[src/sha_pkg.sv]
// Shared types, constants and the rotate function for the SHA-256 stream hash.
`timescale 1ns / 1ps
`default_nettype none
package sha_pkg;

  typedef enum logic [1:0] {
    OP_ABSORB        = 2'd0,
    OP_ABSORB_FINISH = 2'd1,
    OP_FINISH        = 2'd2,
    OP_NONE          = 2'd3
  } op_t;

  // Request passed from front to back through the queue.
  typedef struct packed {
    logic       absorb;
    logic       finish;
    logic [7:0] data;
  } req_t;

  localparam int QueueDepth = 4;

  localparam logic [31:0] INIT_HASH [8] = '{
    32'h6a09e667, 32'hbb67ae85, 32'h3c6ef372, 32'ha54ff53a,
    32'h510e527f, 32'h9b05688c, 32'h1f83d9ab, 32'h5be0cd19};

  localparam logic [31:0] ROUND_K [64] = '{
    32'h428a2f98, 32'h71374491, 32'hb5c0fbcf, 32'he9b5dba5, 32'h3956c25b, 32'h59f111f1,
    32'h923f82a4, 32'hab1c5ed5, 32'hd807aa98, 32'h12835b01, 32'h243185be, 32'h550c7dc3,
    32'h72be5d74, 32'h80deb1fe, 32'h9bdc06a7, 32'hc19bf174, 32'he49b69c1, 32'hefbe4786,
    32'h0fc19dc6, 32'h240ca1cc, 32'h2de92c6f, 32'h4a7484aa, 32'h5cb0a9dc, 32'h76f988da,
    32'h983e5152, 32'ha831c66d, 32'hb00327c8, 32'hbf597fc7, 32'hc6e00bf3, 32'hd5a79147,
    32'h06ca6351, 32'h14292967, 32'h27b70a85, 32'h2e1b2138, 32'h4d2c6dfc, 32'h53380d13,
    32'h650a7354, 32'h766a0abb, 32'h81c2c92e, 32'h92722c85, 32'ha2bfe8a1, 32'ha81a664b,
    32'hc24b8b70, 32'hc76c51a3, 32'hd192e819, 32'hd6990624, 32'hf40e3585, 32'h106aa070,
    32'h19a4c116, 32'h1e376c08, 32'h2748774c, 32'h34b0bcb5, 32'h391c0cb3, 32'h4ed8aa4a,
    32'h5b9cca4f, 32'h682e6ff3, 32'h748f82ee, 32'h78a5636f, 32'h84c87814, 32'h8cc70208,
    32'h90befffa, 32'ha4506ceb, 32'hbef9a3f7, 32'hc67178f2};

  function automatic logic [31:0] rotr(input logic [31:0] x, input int n);
    rotr = (x >> n) | (x << (32 - n));
  endfunction

endpackage
`default_nettype wire

[src/sha256_stream_hash_unit.sv]
// Top level of the streaming SHA-256 hash unit.
// Absorb: each byte is written into the block buffer; a full block then goes through compression.
// Finish: pad, length, compression per block (one or two), then 8 digest words.
// Engine: a single shared round engine; requests wait in the queue while it is busy.
// Reset: synchronous active-low rst_n loads initial hash, clears counts and queue.
`timescale 1ns / 1ps
`default_nettype none
module sha256_stream_hash_unit
  import sha_pkg::*;
#(
  parameter int Depth = QueueDepth
) (
  input  wire logic        clk,
  input  wire logic        rst_n,
  input  wire logic        in_valid,
  output logic             in_ready,
  input  wire logic [1:0]  in_operation,
  input  wire logic [7:0]  in_data_byte,
  output logic             out_valid,
  input  wire logic        out_ready,
  output logic [31:0]      out_digest_word,
  output logic [2:0]       out_word_index,
  output logic             out_last_word
);
  logic req_valid, req_ready;
  req_t req;

  sha_front #(.Depth(Depth)) u_front (
    .clk, .rst_n, .in_valid, .in_ready, .in_operation, .in_data_byte,
    .req_valid, .req_ready, .req
  );

  sha_back u_back (
    .clk, .rst_n, .req_valid, .req_ready, .req,
    .out_valid, .out_ready, .out_digest_word, .out_word_index, .out_last_word
  );
endmodule
`default_nettype wire

[src/sha_front.sv]
// Front end: classifies input operations into queued requests.
`timescale 1ns / 1ps
`default_nettype none
module sha_front
  import sha_pkg::*;
#(
  parameter int Depth = QueueDepth
) (
  input  wire logic       clk,
  input  wire logic       rst_n,
  input  wire logic       in_valid,
  output logic            in_ready,
  input  wire logic [1:0] in_operation,
  input  wire logic [7:0] in_data_byte,
  output logic            req_valid,
  input  wire logic       req_ready,
  output req_t            req
);
  localparam int Aw = (Depth > 1) ? $clog2(Depth) : 1;

  req_t           mem_r [Depth];
  logic [Aw-1:0]  wp_r, rp_r;
  logic [Aw:0]    cnt_r;
  logic           push, pop;
  req_t           cls;
  op_t            op;

  assign op       = op_t'(in_operation);
  assign in_ready = (cnt_r != (Aw+1)'(Depth));
  assign req_valid = (cnt_r != '0);
  assign req       = mem_r[rp_r];
  assign pop       = req_valid && req_ready;

  always_comb begin
    cls = '{absorb: 1'b0, finish: 1'b0, data: in_data_byte};
    unique case (op)
      OP_ABSORB:        cls.absorb = 1'b1;
      OP_ABSORB_FINISH: begin cls.absorb = 1'b1; cls.finish = 1'b1; end
      OP_FINISH:        cls.finish = 1'b1;
      default:          ;
    endcase
  end

  // unused operation code is dropped here
  assign push = in_valid && in_ready && (op != OP_NONE);

  always_ff @(posedge clk) begin
    if (!rst_n) begin
      wp_r  <= '0;
      rp_r  <= '0;
      cnt_r <= '0;
    end else begin
      if (push) begin
        wp_r <= (wp_r == Aw'(Depth - 1)) ? '0 : wp_r + 1'b1;
      end
      if (pop) begin
        rp_r <= (rp_r == Aw'(Depth - 1)) ? '0 : rp_r + 1'b1;
      end
      cnt_r <= cnt_r + (Aw+1)'(push) - (Aw+1)'(pop);
    end
  end

  always_ff @(posedge clk) begin
    if (push) begin
      mem_r[wp_r] <= cls;
    end
  end
endmodule
`default_nettype wire

[src/sha_back.sv]
// Back end: block buffer, padding, round engine and digest output.
`timescale 1ns / 1ps
`default_nettype none
module sha_back
  import sha_pkg::*;
(
  input  wire logic        clk,
  input  wire logic        rst_n,
  input  wire logic        req_valid,
  output logic             req_ready,
  input  wire req_t        req,
  output logic             out_valid,
  input  wire logic        out_ready,
  output logic [31:0]      out_digest_word,
  output logic [2:0]       out_word_index,
  output logic             out_last_word
);
  typedef enum logic [2:0] {
    S_IDLE, S_PAD, S_LEN, S_ROUND, S_ADD, S_EMIT
  } state_t;

  state_t        state_r;
  logic [31:0]   w_r [16];     // message schedule window, also block buffer
  logic [31:0]   h_r [8];
  logic [31:0]   v_r [8];
  logic [5:0]    cnt_r;        // bytes in block
  logic [63:0]   bits_r;
  logic [63:0]   total_r;
  logic [5:0]    rnd_r;
  logic          fin_r;        // finishing: last compress ends message
  logic          lenblk_r;     // block under compression holds length
  logic          padded_r;     // 0x80 byte already placed for this message
  logic [2:0]    idx_r;

  logic [31:0]   wt, wnew, s0, s1, t1, t2;
  logic [3:0]    wi;
  logic [1:0]    bi;

  assign req_ready = (state_r == S_IDLE);
  assign wi        = cnt_r[5:2];
  assign bi        = cnt_r[1:0];

  assign s0   = rotr(w_r[1], 7) ^ rotr(w_r[1], 18) ^ (w_r[1] >> 3);
  assign s1   = rotr(w_r[14], 17) ^ rotr(w_r[14], 19) ^ (w_r[14] >> 10);
  assign wnew = s1 + w_r[9] + s0 + w_r[0];
  assign wt   = w_r[0];
  assign t1   = v_r[7] + (rotr(v_r[4], 6) ^ rotr(v_r[4], 11) ^ rotr(v_r[4], 25))
              + ((v_r[4] & v_r[5]) ^ (~v_r[4] & v_r[6])) + ROUND_K[rnd_r] + wt;
  assign t2   = (rotr(v_r[0], 2) ^ rotr(v_r[0], 13) ^ rotr(v_r[0], 22))
              + ((v_r[0] & v_r[1]) ^ (v_r[0] & v_r[2]) ^ (v_r[1] & v_r[2]));

  assign out_valid       = (state_r == S_EMIT);
  assign out_digest_word = h_r[idx_r];
  assign out_word_index  = idx_r;
  assign out_last_word   = (idx_r == 3'd7);

  always_ff @(posedge clk) begin
    if (!rst_n) begin
      state_r  <= S_IDLE;
      cnt_r    <= '0;
      bits_r   <= '0;
      fin_r    <= 1'b0;
      lenblk_r <= 1'b0;
      padded_r <= 1'b0;
      idx_r    <= '0;
      rnd_r    <= '0;
      for (int i = 0; i < 8; i++) h_r[i] <= INIT_HASH[i];
    end else begin
      unique case (state_r)
        S_IDLE: begin
          if (req_valid) begin
            fin_r    <= req.finish;
            padded_r <= 1'b0;
            if (req.absorb) begin
              w_r[wi][8*(3-bi) +: 8] <= req.data;
              cnt_r <= cnt_r + 6'd1;
              if (cnt_r == 6'd63) begin
                total_r <= bits_r + 64'd512;
                bits_r  <= bits_r + 64'd512;
                lenblk_r <= 1'b0;
                for (int i = 0; i < 8; i++) v_r[i] <= h_r[i];
                rnd_r   <= '0;
                state_r <= S_ROUND;
              end else if (req.finish) begin
                total_r <= bits_r + {55'd0, cnt_r + 6'd1, 3'd0};
                state_r <= S_PAD;
              end
            end else if (req.finish) begin
              total_r <= bits_r + {55'd0, cnt_r, 3'd0};
              state_r <= S_PAD;
            end
          end
        end
        S_PAD: begin
          // write 0x80 at cnt, zero the rest of its word and later words
          for (int i = 0; i < 16; i++) begin
            if (4'(i) > wi) w_r[i] <= '0;
          end
          w_r[wi] <= (w_r[wi] & ~(32'hffffffff >> (8*bi)))
                   | (32'h80000000 >> (8*bi));
          for (int i = 0; i < 8; i++) v_r[i] <= h_r[i];
          rnd_r    <= '0;
          padded_r <= 1'b1;
          if (cnt_r > 6'd55) begin
            lenblk_r <= 1'b0;
            state_r  <= S_ROUND;
          end else begin
            state_r <= S_LEN;
          end
          cnt_r <= '0;
        end
        S_LEN: begin
          w_r[14]  <= total_r[63:32];
          w_r[15]  <= total_r[31:0];
          lenblk_r <= 1'b1;
          for (int i = 0; i < 8; i++) v_r[i] <= h_r[i];
          rnd_r    <= '0;
          state_r  <= S_ROUND;
        end
        S_ROUND: begin
          for (int i = 0; i < 15; i++) w_r[i] <= w_r[i+1];
          w_r[15] <= wnew;
          v_r[7] <= v_r[6]; v_r[6] <= v_r[5]; v_r[5] <= v_r[4];
          v_r[4] <= v_r[3] + t1;
          v_r[3] <= v_r[2]; v_r[2] <= v_r[1]; v_r[1] <= v_r[0];
          v_r[0] <= t1 + t2;
          rnd_r  <= rnd_r + 6'd1;
          if (rnd_r == 6'd63) state_r <= S_ADD;
        end
        S_ADD: begin
          for (int i = 0; i < 8; i++) h_r[i] <= h_r[i] + v_r[i];
          if (!fin_r) begin
            state_r <= S_IDLE;
          end else if (lenblk_r) begin
            idx_r   <= '0;
            state_r <= S_EMIT;
          end else if (!padded_r) begin
            // full block ended the message: padding opens a fresh block
            state_r <= S_PAD;
          end else begin
            // pad overflowed: next block is zeros plus length
            for (int i = 0; i < 14; i++) w_r[i] <= '0;
            state_r <= S_LEN;
          end
        end
        S_EMIT: begin
          if (out_ready) begin
            idx_r <= idx_r + 3'd1;
            if (idx_r == 3'd7) begin
              for (int i = 0; i < 8; i++) h_r[i] <= INIT_HASH[i];
              bits_r   <= '0;
              cnt_r    <= '0;
              lenblk_r <= 1'b0;
              state_r  <= S_IDLE;
            end
          end
        end
        default: state_r <= S_IDLE;
      endcase
    end
  end
endmodule
`default_nettype wire

[config.mk]
export PLATFORM = sky130hd
export DESIGN_NAME = sha256_stream_hash_unit
export DESIGN_NICKNAME = d
export VERILOG_FILES = /design/src/sha_pkg.sv /design/src/sha256_stream_hash_unit.sv /design/src/sha_front.sv /design/src/sha_back.sv
export SDC_FILE = /design/constraint.sdc
export NUM_CORES = 2
export LEC_CHECK = 0
export BUFFER_PORTS_ARGS = -buffer_cell sky130_fd_sc_hd__buf_2
export CORE_MARGIN = 8
export CORE_UTILIZATION = 44
export DETAILED_ROUTE_END_ITERATION = 7
export SLEW_MARGIN = 10
export SYNTH_ARGS = -nofsm -noshare
export SYNTH_HDL_FRONTEND = slang
export SYNTH_SLANG_ARGS = --single-unit
[constraint.sdc]
create_clock -name clk -period 10.6 [get_ports clk]
set_input_delay 2.12 -clock clk [delete_from_list [all_inputs] [get_ports clk]]
set_output_delay 2.12 -clock clk [all_outputs]
set_load 0.03 [all_outputs]
==> results.cfg <==
[run_status]
status = finished, final reports clean

[sta]
setup_tns_ns = 0
worst_pin_slew_ns = 1.35
timing.fmax_mhz = 102
hold_viol_final = 0
slew_viol_final = 0
period_minus_slack_ns = 9.82
setup_violations = 0
rsz0062_at_grt = no
max-slew-margin-rel = 0.0970
final.period_utilization = 0.927
finClkSkew_ns = 0.0339

[run]
drv_cap = 0

[synth]
syn_area_um2 = 82500
synth_edf_count = 805
synth_top_area_frac = 0.293
yosys_register_bits = 1217
synth_top_area_cell = edfxtp_1
syn_nets = 9344
synth_ff_type = edfxtp_1
async_reset_ff_frac = 0
yosysWarnings = 0
synthTopCellsByArea = edfxtp_1 (29%), dfxtp_1 (10%), nand2_1 (6.7%), ha_1 (6.3%), mux4_2 (5.5%)
synthCells = 8719
ys_seq_area_frac = 0.393
syn_area_per_cell_um2 = 9.47
ys_types = 100

[clock_network]
clk_pin_slew_ns = 0.06
clockBufferDepth = 3
hold_buffers = 0
h-tree-depth = 4
numCtsBuffers = 145
worstSkewPairLatency_ns = 0.82
cts_sinks = 1217
cts_setup_buffers = 0
cts_tree = done
root_buffer = clkbuf_16
post_cts_resized = 0

[global_routing]
grt_overflow = 0
grt_pass1_vias = 66500
grt_max_degree = 201
antenna_found_initial = 13
grtUsageTotal = 0.305
grt_pass1_wl_um = 465000

[worst_setup_path]
r2r_cells = 38
cp_max_fo = 28
slowest_stage = ha_1
worst_setup_path_start_kind = flip-flop
reg2reg_slack_ns = 0.78
timing.rr.start = u_back.rnd_r[1]
worstSetupPathType = reg2reg
cp.arrival_ns = 10.32
r2r_end = u_back.v_r[0][31]
critPathCaptureType = flip-flop
path_common_cell = a21oi_1
cp_data_required_time_ns = 11.10
critPathMaxStageDelay_ns = 0.63

[drt]
via_per_inst = 6.26
drc = 0
dr.pass1.iters = 8
drt_iter0_markers = 7733
via_count = 70200
ant_nets = 0
routedWlPerCell_um = 28.7
routed_wirelength_um = 321000

[floorplanning]
ios = 52
coreArea_um2 = 187000
die_width_um = 449
die_y_um = 449
dieArea_um2 = 202000
start_util = 0.441
rows = 159

[layout]
syn_to_final_growth_pct = 9.43
nets = 9199
layout-drive-gt1-share = 0.0917

[hold_path]
hold_path_class = reg2reg
worstHoldPathCells = 2
hold_end = u_back.w_r[11][6]
min-delay-start = u_back.w_r[11][6]

[place]
io_buffers = 51
gp_congestion = 1.01
dp_hpwl_um = 241000
[layer usage]
metal / global-route usage / vias to the layer above / share of wire
li1: - / 31200 / -
met1: 0.382 / 34500 / 0.39
met2: 0.491 / 3576 / 0.46
met3: 0.0604 / 909 / 0.079
met4: 0.174 / 6 / 0.069
met5: 0.00189 / - / 0.00026
[critical path: cells and delay by family (launching register included)]
family / cells / cell delay (ns)
fa+ha+maj: 7 / 3.08
simple gates: 12 / 2.43
buf+inv: 5 / 0.90
flops: 1 / 0.32
xor+xnor: 3 / 0.57
compound gates: 11 / 2.24
[Yosys cell counts, drive strengths merged, types with 14 or more instances]
master     n
a21boi    15
xnor2    385
a21o     171
o21a      71
o22ai     52
inv      356
maj3      22
a22oi     80
and2      39
o21bai    54
a311oi    15
nor3     126
a22o     103
ha       415
a31oi     76
a21oi    712
buf       81
nand2b    74
mux2i     45
o21ai    626
xor2     254
nand3    121
mux2      50
dfxtp    412
nor2     559
fa       196
mux4     200
or3       52
o31ai     28
nor2b     48
edfxtp   805
or2       15
and3      49
a32oi     14
nand2   1468
a211oi   142
clkbuf   448
o211ai   131
nand4     37
[worst max path at each step]
stage,from,to,cells after the start
2_1_floorplan,u_back.rnd_r[1],u_back.v_r[0][30],37
3_3_place_gp,u_back.rnd_r[1],u_back.v_r[0][31],38
4_1_cts,u_back.rnd_r[1],u_back.v_r[0][31],38
3_5_place_dp,u_back.rnd_r[1],u_back.v_r[0][31],38
5_1_grt,u_back.rnd_r[1],u_back.v_r[0][31],38
6_report,u_back.rnd_r[1],u_back.v_r[0][31],38
[flip-flops by register name, summed over array words and instances, names as in the netlist, 2 cells and up, named ones only]
name,count
u_back.bits_r,55
u_back.cnt_r,6
u_back.h_r,256
u_back.out_word_index,3
u_back.rnd_r,6
u_back.state_r,3
u_back.total_r,61
u_back.v_r,256
u_back.w_r,512
u_front.cnt_r,3
u_front.mem_r,40
u_front.rp_r,2
u_front.wp_r,2
[cell type report]
class	count	area, µm²
fill	17600	96700
multi-input combinational	6614	46900
sequential	1217	32500
clock buffer	203	4060
tap	2495	3120
timing repair buffer	239	1690
inverter	357	1350
clock inverter	68	742
antenna	13	32.5
[kinds of logic after synthesis]
group | Yosys count | share of synthesized area
DFF | 1217 | 0.393
buffers and inverters | 888 | 0.0416
and+or+nand+nor | 2644 | 0.137
muxes | 295 | 0.0668
AOI/OAI and AO/OA | 2402 | 0.181
other | 1 | 0.0000454
adders and majority gates | 633 | 0.113
xor gates and xnor gates | 639 | 0.0678
[layout by cell type, fill, tap and decap left out, types with 46 or more instances in the layout]
cell type	netlist	routed
buf_2	24	51
xor2_1	254	254
o22ai_1	52	52
xnor2_1	385	385
inv_1	353	352
nor2_1	553	543
o211ai_1	131	131
nand3_1	119	119
a211oi_1	142	142
edfxtp_1	805	805
nand2b_1	73	73
dfxtp_1	412	400
a21o_1	171	171
ha_1	415	415
o21bai_1	54	54
a22oi_1	80	80
nor3_1	125	125
mux2_2	50	50
o21ai_0	594	572
a21oi_1	711	707
a22o_1	103	103
buf_4	2	186
nand2_1	1467	1464
fa_1	196	196
a31oi_1	76	74
nor2b_1	48	48
or3_1	50	50
clkbuf_16	0	149
o21ai_1	32	46
mux4_2	200	200
o21a_1	71	71
[per-stage QoR]
stage	cell area (µm²)	hold slack, ns	worst slack, ns	utilization	instances
global route	90300	0.483	0.118	0.483	11200
global placement	85500	0.450	0.790	0.457	10900
CTS	90300	0.460	0.813	0.483	11200
finish	90300	0.457	0.777	0.483	11200
floorplan	82500	0.437	2.05	-	8719
detailed placement	85500	0.452	0.858	0.457	10900
Power is left out: the tool's default activity adds up to more than one toggle a clock period on the data nets, which glitch-free logic cannot reach.
